### config.mk
export PLATFORM = sky130hd
export DESIGN_NAME = lsb_first_bit_field_reader
export DESIGN_NICKNAME = d
export VERILOG_FILES = /design/src/sv/lsbfr_pkg.sv /design/src/sv/lsbfr_front.sv /design/src/sv/lsbfr_queue.sv /design/src/sv/lsbfr_back.sv /design/src/sv/lsb_first_bit_field_reader.sv
export SDC_FILE = /design/constraint.sdc
export NUM_CORES = 2
export LEC_CHECK = 0
export BUFFER_PORTS_ARGS = -buffer_cell sky130_fd_sc_hd__buf_2
export CAP_MARGIN = 20
export CORE_MARGIN = 8
export CORE_UTILIZATION = 38
export CTS_CLUSTER_DIAMETER = 40
export DETAILED_ROUTE_END_ITERATION = 10
export GPL_TIMING_DRIVEN = 0
export SKIP_LAST_GASP = 1
export SYNTH_ARGS = -nofsm -noshare
export SYNTH_HDL_FRONTEND = slang
export SYNTH_SLANG_ARGS = --single-unit
### constraint.sdc
create_clock -name i_clk -period 5 [get_ports i_clk]
set_input_delay 0.75 -clock i_clk [delete_from_list [all_inputs] [get_ports i_clk]]
set_output_delay 0.75 -clock i_clk [all_outputs]
set_load 0.02 [all_outputs]
### src/sv/lsbfr_pkg.sv
// ----------------------------------------------------------------------------
// lsbfr_pkg
// Shared types, operation codes and helpers of the LSB-first field reader.
// ----------------------------------------------------------------------------
`default_nettype none

package lsbfr_pkg;

    // Operation codes of a request
    localparam logic [1:0] OP_APPEND = 2'd0;
    localparam logic [1:0] OP_READ   = 2'd1;
    localparam logic [1:0] OP_RANGED = 2'd2;
    localparam logic [1:0] OP_START  = 2'd3;

    localparam int FIELD_BITS           = 32;
    localparam int DEFAULT_BUFFER_BYTES = 256;
    // Command queue depth, a power of two
    localparam int QUEUE_DEPTH          = 2;

    // Classified command passed from front to back
    typedef struct packed {
        logic [1:0]  op;
        logic [7:0]  byte_value;
        logic [5:0]  width;      // bits to extract, 0 to 32
        logic [31:0] base;       // added to the extracted bits
    } t_cmd;

    // Bit length of a 32-bit word (priority encode of the top set bit)
    function automatic logic [5:0] bit_length32(input logic [31:0] x);
        logic [5:0] n;
        n = 6'd0;
        for (int i = 0; i < FIELD_BITS; i++) begin
            if (x[i]) begin
                n = 6'(i + 1);
            end
        end
        return n;
    endfunction

endpackage

`default_nettype wire

### src/sv/lsbfr_front.sv
// ----------------------------------------------------------------------------
// lsbfr_front
// Classifies an incoming request: works out the field width and the base
// value that the back end adds after extraction.
// ----------------------------------------------------------------------------
`default_nettype none

module lsbfr_front (
    input  wire logic [1:0]       i_operation,
    input  wire logic [7:0]       i_byte_value,
    input  wire logic [7:0]       i_bit_count,
    input  wire logic [31:0]      i_range_min,
    input  wire logic [31:0]      i_range_max,
    output lsbfr_pkg::t_cmd       o_cmd
);

    logic [31:0] span;

    assign span = i_range_max - i_range_min;

    // Derive width and base per operation
    always_comb begin
        o_cmd            = '0;
        o_cmd.op         = i_operation;
        o_cmd.byte_value = i_byte_value;
        unique case (i_operation)
            lsbfr_pkg::OP_READ: begin
                if (i_bit_count >= 8'd1 && i_bit_count <= 8'(lsbfr_pkg::FIELD_BITS)) begin
                    o_cmd.width = i_bit_count[5:0];
                end
            end
            lsbfr_pkg::OP_RANGED: begin
                o_cmd.width = lsbfr_pkg::bit_length32(span);
                o_cmd.base  = i_range_min;
            end
            default: begin
            end
        endcase
    end

endmodule

`default_nettype wire

### src/sv/lsbfr_queue.sv
// ----------------------------------------------------------------------------
// lsbfr_queue
// Short FIFO of classified commands between the front and back ends.
// ----------------------------------------------------------------------------
`default_nettype none

module lsbfr_queue (
    input  wire logic             i_clk,
    input  wire logic             i_rst_n,
    input  wire logic             i_push,
    input  wire lsbfr_pkg::t_cmd  i_cmd,
    input  wire logic             i_pop,
    output lsbfr_pkg::t_cmd       o_head,
    output logic                  o_full,
    output logic                  o_empty
);

    localparam int DEPTH = lsbfr_pkg::QUEUE_DEPTH;
    localparam int PTRW  = (DEPTH > 1) ? $clog2(DEPTH) : 1;

    lsbfr_pkg::t_cmd r_mem [DEPTH];
    logic [PTRW-1:0] r_wr_ptr, n_wr_ptr;
    logic [PTRW-1:0] r_rd_ptr, n_rd_ptr;
    logic [PTRW:0]   r_level, n_level;
    logic            do_push, do_pop;

    assign o_full  = (r_level == (PTRW + 1)'(DEPTH));
    assign o_empty = (r_level == '0);
    assign o_head  = r_mem[r_rd_ptr];
    assign do_push = i_push && !o_full;
    assign do_pop  = i_pop && !o_empty;

    // Advance pointers and level
    always_comb begin
        n_wr_ptr = do_push ? r_wr_ptr + 1'b1 : r_wr_ptr;
        n_rd_ptr = do_pop  ? r_rd_ptr + 1'b1 : r_rd_ptr;
        n_level  = r_level;
        if (do_push && !do_pop) begin
            n_level = r_level + 1'b1;
        end else if (do_pop && !do_push) begin
            n_level = r_level - 1'b1;
        end
    end

    always_ff @(posedge i_clk) begin
        if (!i_rst_n) begin
            r_wr_ptr <= '0;
            r_rd_ptr <= '0;
            r_level  <= '0;
        end else begin
            r_wr_ptr <= n_wr_ptr;
            r_rd_ptr <= n_rd_ptr;
            r_level  <= n_level;
        end
    end

    // Store entry
    always_ff @(posedge i_clk) begin
        if (do_push) begin
            r_mem[r_wr_ptr] <= i_cmd;
        end
    end

endmodule

`default_nettype wire

### src/sv/lsbfr_back.sv
// ----------------------------------------------------------------------------
// lsbfr_back
// Executes commands: appends bytes to the store, restarts the buffer, and
// extracts fields byte by byte from the running bit position.
// ----------------------------------------------------------------------------
`default_nettype none

module lsbfr_back #(
    parameter int BUFFER_BYTES = lsbfr_pkg::DEFAULT_BUFFER_BYTES
) (
    input  wire logic             i_clk,
    input  wire logic             i_rst_n,
    input  wire lsbfr_pkg::t_cmd  i_head,
    input  wire logic             i_empty,
    output logic                  o_pop,
    output logic                  o_result_valid,
    output logic [31:0]           o_field_value,
    output logic                  o_short_read
);

    localparam int AW = (BUFFER_BYTES > 1) ? $clog2(BUFFER_BYTES) : 1;
    localparam int CW = $clog2(BUFFER_BYTES + 1);
    localparam int PW = CW + 3;

    localparam logic [1:0] B_IDLE = 2'd0;
    localparam logic [1:0] B_ADDR = 2'd1;
    localparam logic [1:0] B_DATA = 2'd2;

    logic [7:0]    r_mem [BUFFER_BYTES];
    logic [7:0]    r_rdata;

    logic [1:0]    r_state, n_state;
    logic [CW-1:0] r_count, n_count;
    logic [PW-1:0] r_pos, n_pos;
    logic [5:0]    r_width, n_width;
    logic [5:0]    r_got, n_got;
    logic [31:0]   r_value, n_value;
    logic [31:0]   r_base, n_base;
    logic          r_valid, n_valid;
    logic [31:0]   r_out, n_out;
    logic          r_short, n_short;

    logic          wr_en, rd_en;
    logic [CW-1:0] idx;
    logic [2:0]    off;
    logic [3:0]    avail;
    logic [5:0]    rem;
    logic [3:0]    take;
    logic [7:0]    mask;
    logic [7:0]    chunk;

    assign idx   = r_pos[PW-1:3];
    assign off   = r_pos[2:0];
    assign avail = 4'd8 - {1'b0, off};
    assign rem   = r_width - r_got;
    assign take  = (rem < {2'b00, avail}) ? rem[3:0] : avail;
    assign mask  = 8'((9'd1 << take) - 9'd1);
    assign chunk = (r_rdata >> off) & mask;

    assign o_pop          = (r_state == B_IDLE) && !i_empty;
    assign wr_en          = o_pop && (i_head.op == lsbfr_pkg::OP_APPEND)
                            && (r_count < CW'(BUFFER_BYTES));
    assign rd_en          = (r_state == B_ADDR) && (r_got != r_width) && (idx < r_count);
    assign o_result_valid = r_valid;
    assign o_field_value  = r_out;
    assign o_short_read   = r_short;

    // Sequence commands and gather field bits
    always_comb begin
        n_state = r_state;
        n_count = r_count;
        n_pos   = r_pos;
        n_width = r_width;
        n_got   = r_got;
        n_value = r_value;
        n_base  = r_base;
        n_valid = 1'b0;
        n_out   = r_out;
        n_short = r_short;
        unique case (r_state)
            B_IDLE: begin
                if (o_pop) begin
                    case (i_head.op)
                        lsbfr_pkg::OP_APPEND: begin
                            if (wr_en) begin
                                n_count = r_count + 1'b1;
                            end
                        end
                        lsbfr_pkg::OP_START: begin
                            n_count = '0;
                            n_pos   = '0;
                        end
                        default: begin
                            n_width = i_head.width;
                            n_base  = i_head.base;
                            n_got   = '0;
                            n_value = '0;
                            n_state = B_ADDR;
                        end
                    endcase
                end
            end
            B_ADDR: begin
                if (r_got == r_width) begin
                    n_valid = 1'b1;
                    n_out   = r_value + r_base;
                    n_short = 1'b0;
                    n_state = B_IDLE;
                end else if (!(idx < r_count)) begin
                    n_valid = 1'b1;
                    n_out   = r_value + r_base;
                    n_short = 1'b1;
                    n_state = B_IDLE;
                end else begin
                    n_state = B_DATA;
                end
            end
            B_DATA: begin
                n_value = r_value | ({24'd0, chunk} << r_got[4:0]);
                n_got   = r_got + {2'b00, take};
                n_pos   = r_pos + PW'(take);
                n_state = B_ADDR;
            end
            default: begin
                n_state = B_IDLE;
            end
        endcase
    end

    always_ff @(posedge i_clk) begin
        if (!i_rst_n) begin
            r_state <= B_IDLE;
            r_count <= '0;
            r_pos   <= '0;
            r_valid <= 1'b0;
        end else begin
            r_state <= n_state;
            r_count <= n_count;
            r_pos   <= n_pos;
            r_valid <= n_valid;
        end
    end

    // Hold payload registers
    always_ff @(posedge i_clk) begin
        r_width <= n_width;
        r_got   <= n_got;
        r_value <= n_value;
        r_base  <= n_base;
        r_out   <= n_out;
        r_short <= n_short;
    end

    // Byte store: one write port, one registered read port
    always_ff @(posedge i_clk) begin
        if (wr_en) begin
            r_mem[r_count[AW-1:0]] <= i_head.byte_value;
        end
        if (rd_en) begin
            r_rdata <= r_mem[idx[AW-1:0]];
        end
    end

endmodule

`default_nettype wire

### src/sv/lsb_first_bit_field_reader.sv
// ----------------------------------------------------------------------------
// lsb_first_bit_field_reader
// Loads a packet byte by byte and extracts fields LSB first.
// ----------------------------------------------------------------------------
// Usage:
//   Present a request on the i_* fields with start high; it is taken at the
//   clock edge where busy is low. Append (0) and start-new-buffer (3) give
//   no result. Plain read (1) and ranged read (2) give one result, shown on
//   o_field_value and o_short_read for a single cycle with o_result_valid.
//   The receiver cannot stall; each result must be captured when strobed.
// Timing:
//   A request enters a two-entry command queue; busy is high while it is
//   full. The back end takes a command only in its idle state; append and
//   start then finish. A read alternates between an address state
//   (registered store read) and a data state (merge) for each touched
//   byte, then returns to idle as it strobes the result; the single read
//   port of the byte store means each touched byte needs its own read.
// Reset:
//   Synchronous reset empties the queue and sets byte count and bit
//   position to zero. The byte store is not cleared; bytes beyond the
//   loaded count are never read.
// ----------------------------------------------------------------------------
`default_nettype none

module lsb_first_bit_field_reader #(
    parameter int BUFFER_BYTES = lsbfr_pkg::DEFAULT_BUFFER_BYTES
) (
    input  wire logic        i_clk,
    input  wire logic        i_rst_n,
    input  wire logic        start,
    output logic             busy,
    input  wire logic [1:0]  i_operation,
    input  wire logic [7:0]  i_byte_value,
    input  wire logic [7:0]  i_bit_count,
    input  wire logic [31:0] i_range_min,
    input  wire logic [31:0] i_range_max,
    output logic             o_result_valid,
    output logic [31:0]      o_field_value,
    output logic             o_short_read
);

    lsbfr_pkg::t_cmd cmd_in;
    lsbfr_pkg::t_cmd cmd_head;
    logic            q_full;
    logic            q_empty;
    logic            q_pop;

    assign busy = q_full;

    // Classify requests
    lsbfr_front u_front (
        .i_operation  (i_operation),
        .i_byte_value (i_byte_value),
        .i_bit_count  (i_bit_count),
        .i_range_min  (i_range_min),
        .i_range_max  (i_range_max),
        .o_cmd        (cmd_in)
    );

    // Queue classified commands
    lsbfr_queue u_queue (
        .i_clk   (i_clk),
        .i_rst_n (i_rst_n),
        .i_push  (start),
        .i_cmd   (cmd_in),
        .i_pop   (q_pop),
        .o_head  (cmd_head),
        .o_full  (q_full),
        .o_empty (q_empty)
    );

    // Execute commands
    lsbfr_back #(
        .BUFFER_BYTES (BUFFER_BYTES)
    ) u_back (
        .i_clk          (i_clk),
        .i_rst_n        (i_rst_n),
        .i_head         (cmd_head),
        .i_empty        (q_empty),
        .o_pop          (q_pop),
        .o_result_valid (o_result_valid),
        .o_field_value  (o_field_value),
        .o_short_read   (o_short_read)
    );

endmodule

`default_nettype wire

# --- Yosys cells after proc, flatten, opt, wreduce, memory -nomap -nowiden ---
# Memory sizes are Yosys's and may differ from the RTL's. A register that Yosys moved wholly into a read port is not among the register bits.
# Index checks and enable logic that the tools add are counted.
totals:
  mem_bits_rw: 2144
  wordCells: 144
  regBits: 137
  mem_count: 2
  out_inout_bits: 35
  inputBits: 85
classes:
  n_addsub: 12
  shift: 3
  n_lt_le_gt_ge: 5
  muxes: 65
  reduce_logical: 28
  n_bitwise: 3
  n_eq_ne: 13
mem_list:
  columns: ["name", "depth", "width", "read_ports", "rd_clocked_by_memory_dff", "write_ports", "line", "source"]
  rows:
  - ["u_back.r_mem", 256, 8, 1, 1, 1, "lsbfr_back.sv:29", "logic [7:0] r_mem [BUFFER_BYTES];"]
  - ["u_queue.r_mem", 2, 48, 1, 1, 1, "lsbfr_queue.sv:21", "lsbfr_pkg::t_cmd r_mem [DEPTH];"]
op_table:
  columns: ["operator", "count"]
  rows:
  - ["32-bit two-way mux", 5]
  - ["5-bit two-way mux", 16]
  - ["32-bit one-hot mux with 2 select lines", 1]
  - ["4-bit two-way mux", 9]
  - ["32-bit adder", 1]
  - ["32-bit bitwise OR", 1]
  - ["8-bit by 5-bit << shifter with 32-bit output", 1]
  - ["32-bit subtractor", 1]
  - ["12-bit two-way mux", 2]
  - ["6-bit two-way mux", 4]
  - ["12-bit one-hot mux with 2 select lines", 1]
  - ["6-bit one-hot mux with 2 select lines", 2]
  - ["9-bit one-hot mux with 2 select lines", 1]
  - ["2-bit two-way mux", 8]
  - ["12-bit by 4-bit adder with 12-bit output", 1]
  - ["3-bit two-way mux", 4]
  - ["1-bit logical AND", 10]
  - ["1-bit two-way mux", 10]
  - ["9-bit by 1-bit adder with 9-bit output, second input constant", 1]
  - ["9-bit less-than comparator", 1]
  - ["9-bit less-than comparator, second input constant", 1]
  - ["9-bit two-way mux", 1]
  - ["3-bit AND reduction", 3]
  - ["8-bit AND", 1]
  - ["26 further kinds", 43]

# --- Logic depth before layout (Yosys ltp) ---
logic_depth:
  ltp_word: 34
  depth_mapped: 24
  depth_no_buf: 24

# --- Hierarchy ---
# From an unflattened synthesis, not the netlist that was laid out.
unflattened:
  cells_unflattened: 4685
  area_unflattened_um2: 94037.7
modules_own_cells:
  columns: ["mod", "area_each_um2", "cells_per_inst", "instances", "seq_area_each_um2"]
  rows:
  - ["lsbfr_back", 87224.9, 4056, 1, 65492.8]
  - ["lsbfr_queue", 3697.3, 174, 1, 2982.9]
  - ["lsbfr_front", 3115.5, 455, 1, 0.0]

# --- Least setup slack after synthesis ---
# No wires, ideal clock.
synth_timing:
  path_type: "register to register"
  from: "reg u_back.r_got[1]"
  to: "reg u_back.r_value[15] (data pin)"
  path_stages_with_launch: 22
  t_required_ns: 4.741
  arrival_ns: 4.843
  setup_slack_ns: -0.102
  n_path_buf: 0
  setup_ns: 0.259
  synth_period_minus_slack_ns: 5.102
  path_cell_list: "edfxtp_1 > clkinv_1 > ha_1 > nor2b_1 > o21a_1 > nor3_1 > nor2_1 > ha_1 > a211o_1 > or3_1 > o31ai_1 > and2_1 > ha_1 > o21ai_0 > nor2_1 > o21ai_0 > o2111a_1 > mux2i_1 > mux2_2 > o22ai_1 > and2_1 > o31a_1"
synth_between:
  elab_chain_len: 9
synth_rtl:
  columns: ["element", "line", "source"]
  rows:
  - ["start: declaration", "lsbfr_back.sv:36", "logic [5:0] r_got, n_got;"]
  - ["start signal: assignment", "lsbfr_back.sv:147", "r_got <= n_got;"]
  - ["6-bit subtractor", "lsbfr_back.sv:55", "assign rem = r_width - r_got;"]
  - ["6-bit by 4-bit less-than comparator with 1-bit output", "lsbfr_back.sv:56", "assign take = (rem < {2'b00, avail}) ? rem[3:0] : avail;"]
  - ["4-bit two-way mux", "lsbfr_back.sv:56", null]
  - ["1-bit by 4-bit << shifter with 8-bit output", "lsbfr_back.sv:57", "assign mask = 8'((9'd1 << take) - 9'd1);"]
  - ["8-bit by 1-bit subtractor with 8-bit output", "lsbfr_back.sv:57", null]
  - ["8-bit AND", "lsbfr_back.sv:58", "assign chunk = (r_rdata >> off) & mask;"]
  - ["8-bit by 5-bit << shifter with 32-bit output (*)", "lsbfr_back.sv:119", "n_value = r_value | ({24'd0, chunk} << r_got[4:0]);"]
  - ["32-bit bitwise OR (*)", "lsbfr_back.sv:119", null]
  - ["32-bit one-hot mux with 2 select lines (*)", "lsbfr_back.sv:80", "unique case (r_state)"]
  - ["end signal: assignment", "lsbfr_back.sv:148", "r_value <= n_value;"]
  - ["end: declaration", "lsbfr_back.sv:37", "logic [31:0] r_value, n_value;"]
# Every way passes the cells marked *; elsewhere a longest branch is shown, timed or not.
# A chain may end at the register's enable or synchronous reset.

# --- Worst setup path in the final report ---
layout_timing:
  from: "reg u_back.r_width[0]"
  to: "reg u_back.r_value[7] (data pin)"
layout_between:
  elab_chain_len: 9
layout_rtl:
  columns: ["element", "line", "source"]
  rows:
  - ["start: declaration", "lsbfr_back.sv:35", "logic [5:0] r_width, n_width;"]
  - ["start signal: assignment", "lsbfr_back.sv:146", "r_width <= n_width;"]
  - ["6-bit subtractor (*)", "lsbfr_back.sv:55", null]
  - ["6-bit by 4-bit less-than comparator with 1-bit output", "lsbfr_back.sv:56", null]
  - ["4-bit two-way mux (*)", "lsbfr_back.sv:56", null]
  - ["1-bit by 4-bit << shifter with 8-bit output (*)", "lsbfr_back.sv:57", null]
  - ["8-bit by 1-bit subtractor with 8-bit output (*)", "lsbfr_back.sv:57", null]
  - ["8-bit AND (*)", "lsbfr_back.sv:58", null]
  - ["8-bit by 5-bit << shifter with 32-bit output (*)", "lsbfr_back.sv:119", null]
  - ["32-bit bitwise OR (*)", "lsbfr_back.sv:119", null]
  - ["32-bit one-hot mux with 2 select lines (*)", "lsbfr_back.sv:80", null]
# Marks and branches as above.

==> flow_metrics.tcl <==
set metrics [dict create \
    status "complete, no violations" \
    worstSkewPairLatency_ns 0.95 \
    cts.clk_slew.worst_paths_ns 0.05 \
    crit_type "reg -> reg" \
    p_per_area_mw_per_mm2 485 \
    die_area_mm2 0.263 \
    crit_path_frequent_cell "ha_4" \
    grt_max_degree 153 \
    max_cap_violations 0 \
    slowest_delay_ns 0.67 \
    synth_ff_type "edfxtp_1" \
    synth_edf_count 2261 \
    dpl.hpwl_um 164000 \
    leakage_nw 34.7 \
    reg2reg_depth 20 \
    slew_headroom_pct 20.3 \
    ant_nets 0 \
    cts.sinks 2290 \
    std_cell_rows 182 \
    layout-drive-gt1-share_pct 30.1 \
    worst_slew_pin_slew_ns 1.19 \
    reg2reg_from "u_back.r_width[0]" \
    wl_per_cell_um 29.0 \
    avgSynthCellArea_um2 20.2 \
    timing.final.crit_share_pct 99.3 \
    ir_worst_vdd_mv 0.314 \
    nets 5356 \
    drtIter0Drc 5434 \
    cts_tree "done" \
    viasPerCell 5.65 \
    synth-seq-cells 2290 \
    async_flop_share_pct 0 \
    syn_area_mm2 0.0937 \
    cp.arrival_ns 5.61 \
    syn_nets 4819 \
    setup_ws_ns 0.0326 \
    slew_viol_final 0 \
    grt_pass1_vias 48949 \
    cts_max_level 5 \
    core_area_mm2 0.245 \
    cp_cell_sequence "inv_2 -> ha_4 -> inv_2 -> fa_2 -> ha_4 -> a21boi_1 -> o21a_1 -> o21a_1 -> nor3_4 -> nand3_4 -> or3_1 -> o31ai_2 -> nand2_1 -> ha_4 -> o2111a_2 -> mux2i_4 -> mux2_4 -> o22ai_4 -> and2_4 -> o31a_1" \
    drc_errors 0 \
    cts_root_buf "clkbuf_16" \
    grt_pass1_wl_um 355000 \
    cp_max_fo 6 \
    hold_depth 1 \
    cts_made_buffers 326 \
    globalplace.congestion 0.866 \
    synth_top_area_cell "edfxtp_1" \
    fillers 20450 \
    seq_area_frac_synth_pct 73.1 \
    clock_skew_ns 0.0766 \
    wirelength_um 250000 \
    slowest_stage "fa_2" \
    ys_types 87 \
    clk_path_buf_depth 4 \
    layout_min_cycle_time_ns 4.97 \
    start_util_pct 38.2 \
    port_buffers 119 \
    areaGrowthSynthToFinish_pct 19.0 \
    synth_warnings 0 \
    hp-start "i_operation[0]" \
    netlist_top_cells_area "edfxtp_1 72%, mux4_2 16%, nor2_1 1.5%, ha_1 1.3%, clkbuf_1 0.64%" \
    die_x_um 512 \
    vias 48826 \
    grt-ovfl-total 0 \
    synth_cells 4632 \
    rsz0062_at_grt "true" \
    crit_path_end_kind "flop" \
    grt_use_total_pct 18.5 \
    p_total_w 0.0540 \
    ios 120 \
    critPathLaunchType "flop" \
    fp.dieH_um 512 \
    dp_slack_ns -1.02 \
    cp.required_ns 5.64 \
    first_pass_iters 5 \
    hold_violations 0 \
    cp-startpoint "u_back.r_width[0]" \
    fmax_mhz 201 \
    setup_viol 0 \
    hp-class "in -> reg" \
    antenna_found_initial 8 \
    yosysTopAreaCellShare_pct 72.5 \
]
==> path summary, 6_finish.rpt <==
| check | to | slack [ns] |
|---|---|---|
| worst max-delay path | u_back.r_value[7] | 0.03 |
| worst min-delay path | u_queue.r_mem[1][46] | 0.11 |
| worst max register to register | u_back.r_value[7] | 0.03 |
| worst min register to register | u_back.r_width[5] | 0.51 |
==> placed cells by master, fill, tap and decap left out, drive strengths merged, types with 14 or more instances in the layout <==
| cell | n |
|---|---|
| mux4 | 682 |
| mux2 | 49 |
| dfxtp | 29 |
| a211oi | 18 |
| nor2b | 22 |
| nand3 | 29 |
| bufinv | 40 |
| clkinv | 80 |
| o21ai | 49 |
| edfxtp | 2261 |
| ha | 97 |
| a31oi | 19 |
| nand2 | 99 |
| nor2 | 369 |
| o21a | 25 |
| or3 | 17 |
| clkbuf | 521 |
| nand2b | 22 |
| and3 | 14 |
| and2 | 53 |
| xor2 | 26 |
| nor3 | 40 |
| a21oi | 93 |
| inv | 155 |
| buf | 258 |
| a21o | 42 |
| xnor2 | 53 |
| clkinvlp | 31 |
==> report_power, final <==
part           internal [W]  switching [W]
combinational       0.00238        0.00490
clock                0.0145        0.00875
sequential           0.0233       0.000274
==> final cells by class <==
type,instances,area [um2],share of cell area [%]
multi-input cells,2019,24500,22.0
repair buffers,211,2050,1.84
plain buffers,230,1010,0.905
diodes,5,12.5,0.0112
clock inverters,215,2550,2.29
clock buffers,357,8450,7.59
well taps,3220,4030,3.62
inverters,91,347,0.311
flip-flops and latches,2290,68500,61.5
==> metal layers <==
layer / vias to the layer above / part of all wire (%) / GRT usage, %
met1: 25864 / 41 / 25.9
met3: 436 / 8.1 / 3.75
met2: 2185 / 47 / 29.2
met5: - / 0 / 0
met4: 0 / 3.5 / 6.21
li1: 20341 / - / -
==> Yosys cell counts, drive strengths merged, types with 12 or more instances <==
| cell type | n |
|---|---|
| mux2i | 13 |
| edfxtp | 2261 |
| a211oi | 18 |
| clkbuf | 160 |
| o21ai | 49 |
| nand2 | 99 |
| buf | 72 |
| xnor2 | 53 |
| nor3 | 40 |
| or3 | 17 |
| o21a | 25 |
| nand2b | 22 |
| a21o | 42 |
| and2 | 53 |
| nand4 | 12 |
| nor2 | 369 |
| inv | 90 |
| a31oi | 19 |
| nand3 | 29 |
| a21oi | 93 |
| xor2 | 26 |
| nor2b | 22 |
| and3 | 14 |
| mux2 | 49 |
| mux4 | 682 |
| dfxtp | 29 |
| ha | 97 |
==> worst max-delay path: cells and delay by family, from the launching register on <==
family          cells  cell delay [ns]
mux                 2             0.44
compound gates      7             1.29
flops               1             0.37
buf+inv             2             0.12
simple gates        5             1.18
fa+ha+maj           4             1.25
==> sequential cells by signal, summed over array words and instances, names as in the netlist, named ones only <==
register / count
u_back.r_rdata: 8
u_queue.r_mem: 96
u_back.r_got: 6
u_back.o_result_valid: 1
u_queue.r_rd_ptr: 1
u_back.r_mem: 2048
u_back.o_short_read: 1
u_queue.r_wr_ptr: 1
u_back.r_value: 32
u_back.r_pos: 12
u_back.r_width: 6
u_back.r_count: 9
u_queue.r_level: 2
u_back.o_field_value: 32
u_back.r_state: 2
u_back.r_base: 32
==> cells by family (layout without fill, tap and decap cells) <==
family	Yosys count	in the layout	synth area share (%)
buffers and inverters	323	1104	1.30
DFF	2290	2290	73.1
and+or+nand+nor	728	728	3.63
AOI/OAI and AO/OA	366	366	2.69
other	0	5	0
xor gates and xnor gates	79	79	0.747
muxes	744	744	17.1
adders and majority gates	102	102	1.40
==> through the flow <==
stage                     area [um2]  setup TNS [ns]  hold WS [ns]  instances  util, %
after floorplan                93700               0         0.450       4632        -
after global placement         98300        -3889.79         0.514       7971     40.0
after detailed placement       99500         -646.44         0.531       8023     40.5
after CTS                     111000        -0.00227        0.0470       8609     45.2
after global routing          111000          -15.75        0.0740       8635     45.4
final                         111000               0         0.108       8638     45.4
==> repair_timing <==
action / CTS / global route
gates resized for setup: 82 / 68
hold endpoints to repair: 16 / 0
pin swaps: 3 / 17
buffers inserted: 8 / 12
hold buffers: 8 / 0
setup endpoints to repair: 1869 / 596
(Power assumes the default switching activity.)
